===== src/rtl/lpae_page_table_walker_unit_defines.svh =====
// ----------------------------------------------------------------------------
// LPAE page table walker assertion macros
// Concurrent assertion wrappers clocked on clk_i, reset on rst_ni.
// ----------------------------------------------------------------------------
`ifndef LPAE_PAGE_TABLE_WALKER_UNIT_DEFINES_SVH
`define LPAE_PAGE_TABLE_WALKER_UNIT_DEFINES_SVH
`ifndef ASSERT_OFF
// checked only outside reset
`define LPW_ASSERT(lbl, prop, msg) \
  lbl: assert property (@(posedge clk_i) disable iff (!rst_ni) (prop)) else $error(msg);
// checked at every edge, reset included
`define LPW_ASSERT_ALWAYS(lbl, prop, msg) \
  lbl: assert property (@(posedge clk_i) (prop)) else $error(msg);
`else
`define LPW_ASSERT(lbl, prop, msg)
`define LPW_ASSERT_ALWAYS(lbl, prop, msg)
`endif
`endif


===== src/rtl/lpw_pkg.sv =====
// ----------------------------------------------------------------------------
// lpw_pkg
// Shared types and constants of the LPAE page table walker.
// ----------------------------------------------------------------------------
`timescale 1ns / 1ps
`default_nettype none

package lpw_pkg;

  localparam int unsigned NUM_LEVELS = 4;
  localparam int unsigned ADDR_MAX   = 52;

  localparam logic [1:0] LAST_LEVEL      = 2'(NUM_LEVELS - 1);
  localparam logic [1:0] DESC_TYPE_BLOCK = 2'd1;
  localparam logic [1:0] DESC_TYPE_PAGE  = 2'd3;

  typedef enum logic {
    KIND_TRANSLATE = 1'b0,
    KIND_RESPONSE  = 1'b1
  } lpw_kind_e;

  typedef enum logic {
    RES_READ = 1'b0,
    RES_DONE = 1'b1
  } lpw_res_e;

  typedef enum logic [1:0] {
    REG_FIRST_LVL       = 2'd0,
    REG_LVL_IDX_BITS    = 2'd1,
    REG_ROOT_INDEX_BITS = 2'd2,
    REG_ROOT_TABLE_BASE = 2'd3
  } lpw_reg_e;

  typedef struct packed {
    logic [1:0]          first_lvl;
    logic [3:0]          lvl_idx_bits;
    logic [4:0]          root_index_bits;
    logic [ADDR_MAX-1:0] root_table_base;
  } lpw_cfg_t;

  // one classified item: addr holds the input address of a translate
  // request, or the unpacked output address of a descriptor
  typedef struct packed {
    lpw_kind_e           kind;
    logic                desc_zero;
    logic [1:0]          desc_type;
    logic [ADDR_MAX-1:0] addr;
  } lpw_item_t;

endpackage

`default_nettype wire


===== src/rtl/lpw_cfg.sv =====
// ----------------------------------------------------------------------------
// lpw_cfg
// APB register file: start level, granule index width, root index width and
// root table base.
// ----------------------------------------------------------------------------
`timescale 1ns / 1ps
`default_nettype none

module lpw_cfg
  import lpw_pkg::*;
(
  input  wire logic        clk_i,
  input  wire logic        rst_ni,
  input  wire logic        psel,
  input  wire logic        penable,
  input  wire logic        pwrite,
  input  wire logic [4:0]  paddr,
  input  wire logic [63:0] pwdata,
  output logic      [63:0] prdata,
  output logic             pready,
  output lpw_cfg_t         cfg_o
);

  lpw_cfg_t cfg_q, cfg_d;
  lpw_reg_e reg_sel;
  logic     wr_en;

  assign pready  = 1'b1;
  assign reg_sel = lpw_reg_e'(paddr[4:3]);
  assign wr_en   = psel && penable && pwrite;

  always_comb begin
    cfg_d = cfg_q;
    if (wr_en) begin
      case (reg_sel)
        REG_FIRST_LVL:       cfg_d.first_lvl       = pwdata[1:0];
        REG_LVL_IDX_BITS:    cfg_d.lvl_idx_bits    = pwdata[3:0];
        REG_ROOT_INDEX_BITS: cfg_d.root_index_bits = pwdata[4:0];
        REG_ROOT_TABLE_BASE: cfg_d.root_table_base = pwdata[ADDR_MAX-1:0];
        default: ;
      endcase
    end
  end

  always_comb begin
    case (reg_sel)
      REG_FIRST_LVL:       prdata = 64'(cfg_q.first_lvl);
      REG_LVL_IDX_BITS:    prdata = 64'(cfg_q.lvl_idx_bits);
      REG_ROOT_INDEX_BITS: prdata = 64'(cfg_q.root_index_bits);
      REG_ROOT_TABLE_BASE: prdata = 64'(cfg_q.root_table_base);
      default:             prdata = '0;
    endcase
  end

  always_ff @(posedge clk_i or negedge rst_ni) begin
    if (!rst_ni) begin
      cfg_q.first_lvl       <= 2'd0;
      cfg_q.lvl_idx_bits    <= 4'd9;
      cfg_q.root_index_bits <= 5'd9;
      cfg_q.root_table_base <= '0;
    end else begin
      cfg_q <= cfg_d;
    end
  end

  assign cfg_o = cfg_q;

endmodule

`default_nettype wire


===== src/rtl/lpw_front.sv =====
// ----------------------------------------------------------------------------
// lpw_front
// Accepts requests and descriptor responses, pre-decodes descriptors and
// buffers the items in a two-entry queue for the walk engine.
// ----------------------------------------------------------------------------
`timescale 1ns / 1ps
`default_nettype none
`include "lpae_page_table_walker_unit_defines.svh"

module lpw_front
  import lpw_pkg::*;
#(
  parameter int unsigned ADDR_BITS = 52
) (
  input  wire logic                 clk_i,
  input  wire logic                 rst_ni,
  input  wire logic [3:0]           lvl_idx_bits_i,
  input  wire logic                 in_valid_i,
  output logic                      in_ready_o,
  input  wire logic                 kind_i,
  input  wire logic [ADDR_BITS-1:0] io_address_i,
  input  wire logic [63:0]          descriptor_i,
  output logic                      head_valid_o,
  output lpw_item_t                 head_o,
  input  wire logic                 pop_i
);

  localparam logic [3:0] BPL_64K = 4'd13;

  lpw_item_t  mem_q [2];
  lpw_item_t  item;
  logic       wr_ptr_q, rd_ptr_q;
  logic [1:0] cnt_q, cnt_d;
  logic       push;
  logic [ADDR_MAX-1:0] oa;

  // output address field; 64K granule packs bits 51:48 into bits 15:12
  always_comb begin
    if (lvl_idx_bits_i >= BPL_64K) begin
      oa = {descriptor_i[15:12], descriptor_i[47:16], 16'b0};
    end else begin
      oa = {4'b0, descriptor_i[47:12], 12'b0};
    end
  end

  always_comb begin
    item.kind      = lpw_kind_e'(kind_i);
    item.desc_zero = (descriptor_i == 64'd0);
    item.desc_type = descriptor_i[1:0];
    item.addr      = (item.kind == KIND_TRANSLATE) ? ADDR_MAX'(io_address_i) : oa;
  end

  assign in_ready_o   = (cnt_q != 2'd2);
  assign push         = in_valid_i && in_ready_o;
  assign head_valid_o = (cnt_q != 2'd0);
  assign head_o       = mem_q[rd_ptr_q];

  always_comb begin
    cnt_d = cnt_q;
    if (push && !pop_i) begin
      cnt_d = cnt_q + 2'd1;
    end else if (!push && pop_i) begin
      cnt_d = cnt_q - 2'd1;
    end
  end

  always_ff @(posedge clk_i or negedge rst_ni) begin
    if (!rst_ni) begin
      wr_ptr_q <= 1'b0;
      rd_ptr_q <= 1'b0;
      cnt_q    <= 2'd0;
    end else begin
      cnt_q <= cnt_d;
      if (push) begin
        wr_ptr_q <= !wr_ptr_q;
      end
      if (pop_i) begin
        rd_ptr_q <= !rd_ptr_q;
      end
    end
  end

  always_ff @(posedge clk_i) begin
    if (push) begin
      mem_q[wr_ptr_q] <= item;
    end
  end

  `LPW_ASSERT_ALWAYS(a_cnt_bound, cnt_q <= 2'd2, "queue count overflow")
  `LPW_ASSERT(a_pop_nonempty, pop_i |-> cnt_q != 2'd0, "pop from empty queue")
  `LPW_ASSERT(a_push_count, push && !pop_i |=> cnt_q == $past(cnt_q) + 2'd1,
              "push lost")

endmodule

`default_nettype wire


===== src/rtl/lpw_back.sv =====
// ----------------------------------------------------------------------------
// lpw_back
// Walk engine: holds the walk state, resolves each queued item and drives
// the result register.
// ----------------------------------------------------------------------------
`timescale 1ns / 1ps
`default_nettype none
`include "lpae_page_table_walker_unit_defines.svh"

module lpw_back
  import lpw_pkg::*;
#(
  parameter int unsigned ADDR_BITS = 52
) (
  input  wire logic                 clk_i,
  input  wire logic                 rst_ni,
  input  wire lpw_cfg_t             cfg_i,
  input  wire logic                 head_valid_i,
  input  wire lpw_item_t            head_i,
  output logic                      pop_o,
  output logic                      out_valid_o,
  input  wire logic                 out_ready_i,
  output logic                      result_kind_o,
  output logic [ADDR_BITS-1:0]      address_o,
  output logic                      fault_o,
  output logic [1:0]                level_o
);

  // bit position of the index field of a level
  function automatic logic [5:0] level_shift(logic [1:0] lvl, logic [3:0] bpl);
    logic [6:0] prod;
    prod = 7'(3'd4 - 3'(lvl)) * 7'(bpl) + 7'd3;
    return prod[5:0];
  endfunction

  logic                 busy_q, busy_d;
  logic [ADDR_BITS-1:0] held_q, held_d;
  logic [1:0]           lvl_q, lvl_d;

  logic                 out_valid_q, out_valid_d;
  lpw_res_e             res_kind_q, res_kind_d;
  logic [ADDR_BITS-1:0] addr_q, addr_d;
  logic                 fault_q, fault_d;
  logic [1:0]           out_lvl_q, out_lvl_d;

  logic start_walk, resp, last, leaf, descend, finish, produce;
  logic [ADDR_BITS-1:0] sel_held, sel_table, rd_addr, leaf_addr;
  logic [1:0]           sel_lvl;
  logic [4:0]           idx_width;
  logic [5:0]           rd_shift, leaf_shift;
  logic [63:0]          idx, rd_sum, off;

  assign pop_o = head_valid_i && (!out_valid_q || out_ready_i);

  always_comb begin
    start_walk = (head_i.kind == KIND_TRANSLATE) && !busy_q;
    resp       = (head_i.kind == KIND_RESPONSE) && busy_q;
    last       = (lvl_q == LAST_LEVEL);
    leaf       = last ? (head_i.desc_type == DESC_TYPE_PAGE)
                      : (head_i.desc_type == DESC_TYPE_BLOCK);
    descend    = resp && !head_i.desc_zero && !leaf && !last;
    finish     = resp && !descend;
    produce    = start_walk || resp;
  end

  // descriptor address of the next read: table + index * 8
  always_comb begin
    sel_held  = start_walk ? ADDR_BITS'(head_i.addr) : held_q;
    sel_lvl   = start_walk ? cfg_i.first_lvl : lvl_q + 2'd1;
    sel_table = start_walk ? ADDR_BITS'(cfg_i.root_table_base) : ADDR_BITS'(head_i.addr);
    idx_width = (sel_lvl == cfg_i.first_lvl) ? cfg_i.root_index_bits
                                             : 5'(cfg_i.lvl_idx_bits);
    rd_shift  = level_shift(sel_lvl, cfg_i.lvl_idx_bits);
    idx       = (64'(sel_held) >> rd_shift) & ((64'd1 << idx_width) - 64'd1);
    rd_sum    = 64'(sel_table) + (idx << 3);
    rd_addr   = rd_sum[ADDR_BITS-1:0];
  end

  // leaf: output address plus the in-block offset of the input address
  always_comb begin
    leaf_shift = level_shift(lvl_q, cfg_i.lvl_idx_bits);
    off        = 64'(held_q) & ((64'd1 << leaf_shift) - 64'd1);
    leaf_addr  = ADDR_BITS'(head_i.addr) | off[ADDR_BITS-1:0];
  end

  always_comb begin
    busy_d = busy_q;
    held_d = held_q;
    lvl_d  = lvl_q;
    if (pop_o) begin
      if (start_walk) begin
        busy_d = 1'b1;
        held_d = sel_held;
        lvl_d  = cfg_i.first_lvl;
      end else if (descend) begin
        lvl_d = sel_lvl;
      end else if (finish) begin
        busy_d = 1'b0;
      end
    end
  end

  always_comb begin
    out_valid_d = out_valid_q && !out_ready_i;
    res_kind_d  = res_kind_q;
    addr_d      = addr_q;
    fault_d     = fault_q;
    out_lvl_d   = out_lvl_q;
    if (pop_o && produce) begin
      out_valid_d = 1'b1;
      if (start_walk || descend) begin
        res_kind_d = RES_READ;
        addr_d     = rd_addr;
        fault_d    = 1'b0;
        out_lvl_d  = sel_lvl;
      end else if (leaf && !head_i.desc_zero) begin
        res_kind_d = RES_DONE;
        addr_d     = leaf_addr;
        fault_d    = 1'b0;
        out_lvl_d  = lvl_q;
      end else begin
        res_kind_d = RES_DONE;
        addr_d     = '0;
        fault_d    = 1'b1;
        out_lvl_d  = lvl_q;
      end
    end
  end

  always_ff @(posedge clk_i or negedge rst_ni) begin
    if (!rst_ni) begin
      busy_q      <= 1'b0;
      held_q      <= '0;
      lvl_q       <= 2'd0;
      out_valid_q <= 1'b0;
    end else begin
      busy_q      <= busy_d;
      held_q      <= held_d;
      lvl_q       <= lvl_d;
      out_valid_q <= out_valid_d;
    end
  end

  always_ff @(posedge clk_i) begin
    res_kind_q <= res_kind_d;
    addr_q     <= addr_d;
    fault_q    <= fault_d;
    out_lvl_q  <= out_lvl_d;
  end

  assign out_valid_o   = out_valid_q;
  assign result_kind_o = res_kind_q;
  assign address_o     = addr_q;
  assign fault_o       = fault_q;
  assign level_o       = out_lvl_q;

  `LPW_ASSERT(a_fault_zero_addr, out_valid_q && fault_q |-> addr_q == '0,
              "faulting walk with nonzero address")
  `LPW_ASSERT(a_read_no_fault, out_valid_q && res_kind_q == RES_READ |-> !fault_q,
              "read request flagged as fault")
  `LPW_ASSERT(a_descend_level, pop_o && descend |=> busy_q && lvl_q == $past(lvl_q) + 2'd1,
              "descend did not advance level")
  `LPW_ASSERT(a_finish_idle, pop_o && finish |=> !busy_q,
              "walker still busy after finishing")

endmodule

`default_nettype wire


===== src/rtl/lpae_page_table_walker_unit.sv =====
// ----------------------------------------------------------------------------
// LPAE page table walker
// Walks ARMv8 long-descriptor translation tables, one level per response.
// ----------------------------------------------------------------------------
// A translate request (kind 0) starts a walk and yields a descriptor read
// request; each descriptor response (kind 1) yields the next read request or
// the final result (translated address, or fault with address zero). Requests
// while a walk is open and responses while idle are dropped without a result.
// One item is taken per clock while in_ready_o is high: a two-entry input queue
// feeds the walk engine, which resolves the head item combinationally into the
// result register, so an item passes the queue and then the result register
// before its result is valid. While the output stalls the queue fills its two
// entries before in_ready_o drops. Configure only while no walk is open.
`timescale 1ns / 1ps
`default_nettype none

module lpae_page_table_walker_unit
  import lpw_pkg::*;
#(
  parameter int unsigned ADDR_BITS = 52
) (
  input  wire logic                 clk_i,
  input  wire logic                 rst_ni,
  input  wire logic                 psel,
  input  wire logic                 penable,
  input  wire logic                 pwrite,
  input  wire logic [4:0]           paddr,
  input  wire logic [63:0]          pwdata,
  output logic      [63:0]          prdata,
  output logic                      pready,
  input  wire logic                 in_valid_i,
  output logic                      in_ready_o,
  input  wire logic                 kind_i,
  input  wire logic [ADDR_BITS-1:0] io_address_i,
  input  wire logic [63:0]          descriptor_i,
  output logic                      out_valid_o,
  input  wire logic                 out_ready_i,
  output logic                      result_kind_o,
  output logic [ADDR_BITS-1:0]      address_o,
  output logic                      fault_o,
  output logic [1:0]                level_o
);

  lpw_cfg_t  cfg;
  lpw_item_t head;
  logic      head_valid;
  logic      pop;

  lpw_cfg u_cfg (
    .clk_i   (clk_i),
    .rst_ni  (rst_ni),
    .psel    (psel),
    .penable (penable),
    .pwrite  (pwrite),
    .paddr   (paddr),
    .pwdata  (pwdata),
    .prdata  (prdata),
    .pready  (pready),
    .cfg_o   (cfg)
  );

  lpw_front #(
    .ADDR_BITS (ADDR_BITS)
  ) u_front (
    .clk_i            (clk_i),
    .rst_ni           (rst_ni),
    .lvl_idx_bits_i   (cfg.lvl_idx_bits),
    .in_valid_i       (in_valid_i),
    .in_ready_o       (in_ready_o),
    .kind_i           (kind_i),
    .io_address_i     (io_address_i),
    .descriptor_i     (descriptor_i),
    .head_valid_o     (head_valid),
    .head_o           (head),
    .pop_i            (pop)
  );

  lpw_back #(
    .ADDR_BITS (ADDR_BITS)
  ) u_back (
    .clk_i         (clk_i),
    .rst_ni        (rst_ni),
    .cfg_i         (cfg),
    .head_valid_i  (head_valid),
    .head_i        (head),
    .pop_o         (pop),
    .out_valid_o   (out_valid_o),
    .out_ready_i   (out_ready_i),
    .result_kind_o (result_kind_o),
    .address_o     (address_o),
    .fault_o       (fault_o),
    .level_o       (level_o)
  );

endmodule

`default_nettype wire


===== config.mk =====
export PLATFORM = sky130hd
export DESIGN_NAME = lpae_page_table_walker_unit
export DESIGN_NICKNAME = d
export VERILOG_FILES = /design/src/rtl/lpw_pkg.sv /design/src/rtl/lpw_cfg.sv /design/src/rtl/lpw_front.sv /design/src/rtl/lpw_back.sv /design/src/rtl/lpae_page_table_walker_unit.sv
export VERILOG_INCLUDE_DIRS = /design/src /design/src/rtl
export SDC_FILE = /design/constraint.sdc
export NUM_CORES = 1
export LEC_CHECK = 0
export ABC_AREA = 1
export BUFFER_PORTS_ARGS = -buffer_cell sky130_fd_sc_hd__buf_4
export CAP_MARGIN = 25
export CORE_ASPECT_RATIO = 1.1
export CORE_MARGIN = 2
export CORE_UTILIZATION = 35
export CTS_BUF_LIST = sky130_fd_sc_hd__clkbuf_2 sky130_fd_sc_hd__clkbuf_4 sky130_fd_sc_hd__clkbuf_8
export DETAILED_ROUTE_END_ITERATION = 6
export GPL_ROUTABILITY_DRIVEN = 1
export GPL_TIMING_DRIVEN = 0
export SKIP_LAST_GASP = 1
export SYNTH_ARGS = -nofsm -noshare
export SYNTH_HDL_FRONTEND = slang
export SYNTH_SLANG_ARGS = --single-unit

===== constraint.sdc =====
create_clock -name clk_i -period 12 [get_ports clk_i]
set_clock_uncertainty 0.15 [all_clocks]
set_input_delay 0 -clock clk_i [delete_from_list [all_inputs] [get_ports clk_i]]
set_output_delay 0 -clock clk_i [all_outputs]
set_load 0.01 [all_outputs]

==> metrics.yaml <==
outcome: "complete, no violations"
nNetsFinal: 4268
grt_max_degree: 90
tritoncts: "done"
dieWidth_um: 249
post-route-period-util: 0.782
finalCriticalPeriod_ns: 9.39
ioPinCount: 316
cts_max_level: 2
gp_congestion: 1.00
synth-warning-count: 0
synth-seq-cells: 291
drive_above_1_share: 0.150
drv_slew: 0
core_um2: 65100
grt_antenna_before_repair: 2
cp_num_buf_inv: 9
synth_flop_cell: "edfxtp_1"
initial_utilization: 0.354
holdPathStages: 4
clk_pin_slew_worst_paths_ns: 0.07
clock_sinks: 291
port_buffers: 287
grt_pass1_wl_mm: 160
regToRegSetupSlack_ns: 2.61
grt_usage: 0.315
cts-root-buf: "clkbuf_8"
fmax_mhz: 107
cp.required_ns: 12.25
setup_viol: 0
critPathSlowestCell: "o21ai_0"
rows: 98
fillCellCount: 6675
place_inst: 4538
cap_violations: 0
grt_pass1_vias: 24900
crit_family: "compound AO/OA/AOI/OAI gates"
drt_iter0_drc: 2368
hold_end: "u_cfg.cfg_o[21]"
critPathMaxStageDelay_ns: 0.65
dp_hpwl_mm: 88.2
timing.rr.start: "u_front.rd_ptr_q"
utilization: 0.464
maxSlewHeadroom: 0.193
crit_top_cell: "nand2_1"
drt-pass1-iter-count: 6
finalHoldViolations: 0
ant_nets: 0
vias: 25800
drc: 0
ys_types: 64
stdcell_count: 4891
synth_top_area_share: 0.219
netlist_instances: 3368
register_area_um2: 8130
grt_overflow_total: 0
hp-start: "pwdata[21]"
worst_setup_path_end_kind: "register"
hold_class: "in2reg"
cp.arrival_ns: 9.64
synthTopCellsByArea: "edfxtp_1 22%, nand2_1 17%, dfrtp_1 13%"
tns_ns: 0
syn_area_um2: 23100
die_h_um: 273
multiInputGateArea_um2: 13000
syn_to_final_growth_pct: 31.1
stdcell_area_um2: 30200
synth_edf_count: 168
post_drt_wl_per_cell_um: 22.5
r2r-end: "u_back.address_o[46]"
crit_path_start_kind: "register"
clock_latency_ns: 0.68
rsz0062_at_grt: "false"
wl_mm: 110
cts_max_path_buffers: 3
path_class: "reg2reg"
async_flop_share: 0.423
cts_buffers: 49
worst_pin_slew_ns: 1.21
yosys.area.top_type: "edfxtp_1"
yosysSeqAreaShare: 0.352
via_per_inst: 5.28
r2r_cells: 35
post_dp_cell_area_um2: 26600
synth_area_per_cell_um2: 6.85
critPathMaxFanout: 10
dieArea_um2: 68000
[kinds of logic after synthesis]
kind of cell | count (synthesis) | share of synthesized area
buf+inv | 514 | 0.0905
compound gates | 718 | 0.167
simple gates | 1685 | 0.311
xor+xnor | 31 | 0.0121
fa+ha+maj | 79 | 0.0441
other cells | 2 | 0.000326
mux | 48 | 0.0227
flops | 291 | 0.352
[layer usage]
| layer | wire (µm) | track usage | vias up |
|---|---|---|---|
| met4 | 6780 | 0.169 | 2 |
| met5 | 13 | 0 | - |
| met3 | 6620 | 0.0400 | 243 |
| met2 | 51000 | 0.531 | 1061 |
| li1 | - | - | 12400 |
| met1 | 45700 | 0.395 | 12100 |
[worst reg2reg max path: cells and delay by family (launching register included)]
| kind | cells | cell delay, ns |
|---|---|---|
| compound gates | 9 | 3.54 |
| fa+ha+maj | 6 | 1.83 |
| xor+xnor | 1 | 0.52 |
| flops | 1 | 0.36 |
| simple gates | 10 | 1.17 |
| buf+inv | 9 | 1.56 |
[registers in the layout, indices dropped and copies added, names as in the netlist]
signal                count
u_front.mem_q           112
u_cfg.cfg_o              63
u_back.address_o         52
u_back.held_q            52
u_back.level_o            2
u_back.lvl_q              2
u_front.cnt_q             2
u_back.busy_q             1
u_back.fault_o            1
u_back.out_valid_o        1
u_back.result_kind_o      1
u_front.rd_ptr_q          1
u_front.wr_ptr_q          1
[repair_timing]
item / in CTS / in global routing
resized for setup: 0 / 0
hold buffers: 249 / 0
setup buffers: 0 / 0
endpoints found under the hold margin: 365 / 0
[placed cells by master, fill, tap and decap left out, types with 14 or more instances in the layout]
cell type and instances:
nand2_1 1047, nor2_2 20, nand3_2 23, buf_4 307, nand4_1 37, clkbuf_4 21, a21oi_1 91, clkbuf_1 95
ha_1 75, or2_2 19, xnor2_1 17, o211ai_1 27, nor3_1 28, inv_1 332, dfrtp_1 119, edfxtp_1 168
inv_2 14, o21ai_0 492, clkbuf_8 55, nor4_1 20, a31oi_1 17, nor2_1 259, conb_1 22, dlygate4sd3_1 248
nand3_1 189, mux2_2 35, buf_2 39, o21ai_1 30
[Yosys cell counts, types with 5 or more instances]
cell / instances
nand2_1: 1047
o21ai_0: 492
inv_1: 332
nor2_1: 262
nand3_1: 189
edfxtp_1: 168
dfrtp_1: 119
clkbuf_1: 95
a21oi_1: 91
ha_1: 75
buf_2: 38
nand4_1: 37
mux2_2: 35
o21ai_1: 30
nor3_1: 28
o211ai_1: 27
nand3_2: 23
nor2_2: 20
nor4_1: 20
buf_4: 19
or2_2: 19
a31oi_1: 17
xnor2_1: 17
inv_2: 14
mux2i_1: 13
nand2_2: 13
o22ai_1: 13
xor2_1: 13
o21a_1: 11
a21o_1: 7
buf_1: 7
a21boi_0: 6
nand3b_1: 6
buf_6: 5
nand2_4: 5
[per-stage QoR]
step	hold WS, ns	setup WS, ns
after floorplan	-0.446	5.33
after global placement	0.0452	2.74
after detailed placement	-0.220	2.69
after CTS	0.0101	2.64
after global routing	0.0334	2.20
final	0.0266	2.61
[area by class of cell]
cell class              count  area share
multi-input cells        2583       0.428
flip-flops and latches    291       0.269
repair buffers            557       0.163
inverters                 350      0.0435
well taps                 850      0.0352
clock buffers              69      0.0285
plain buffers             164      0.0255
clock inverters            23     0.00703
diodes                      4    0.000331
[how the worst max path moves through the flow]
stage                           from                   end  slack, ns  depth (start not counted)
floorplan           u_front.rd_ptr_q  u_back.address_o[42]       5.33                         38
finish              u_front.rd_ptr_q  u_back.address_o[46]       2.61                         35
global route        u_front.rd_ptr_q  u_back.address_o[46]       2.20                         35
detailed placement  u_front.rd_ptr_q  u_back.address_o[46]       2.69                         35
CTS                 u_front.rd_ptr_q  u_back.address_o[46]       2.64                         35
global placement    u_front.rd_ptr_q  u_back.address_o[46]       2.74                         35
Power is left out: the tool's default activity adds up to more than one toggle a clock period on the data nets, which glitch-free logic cannot reach.
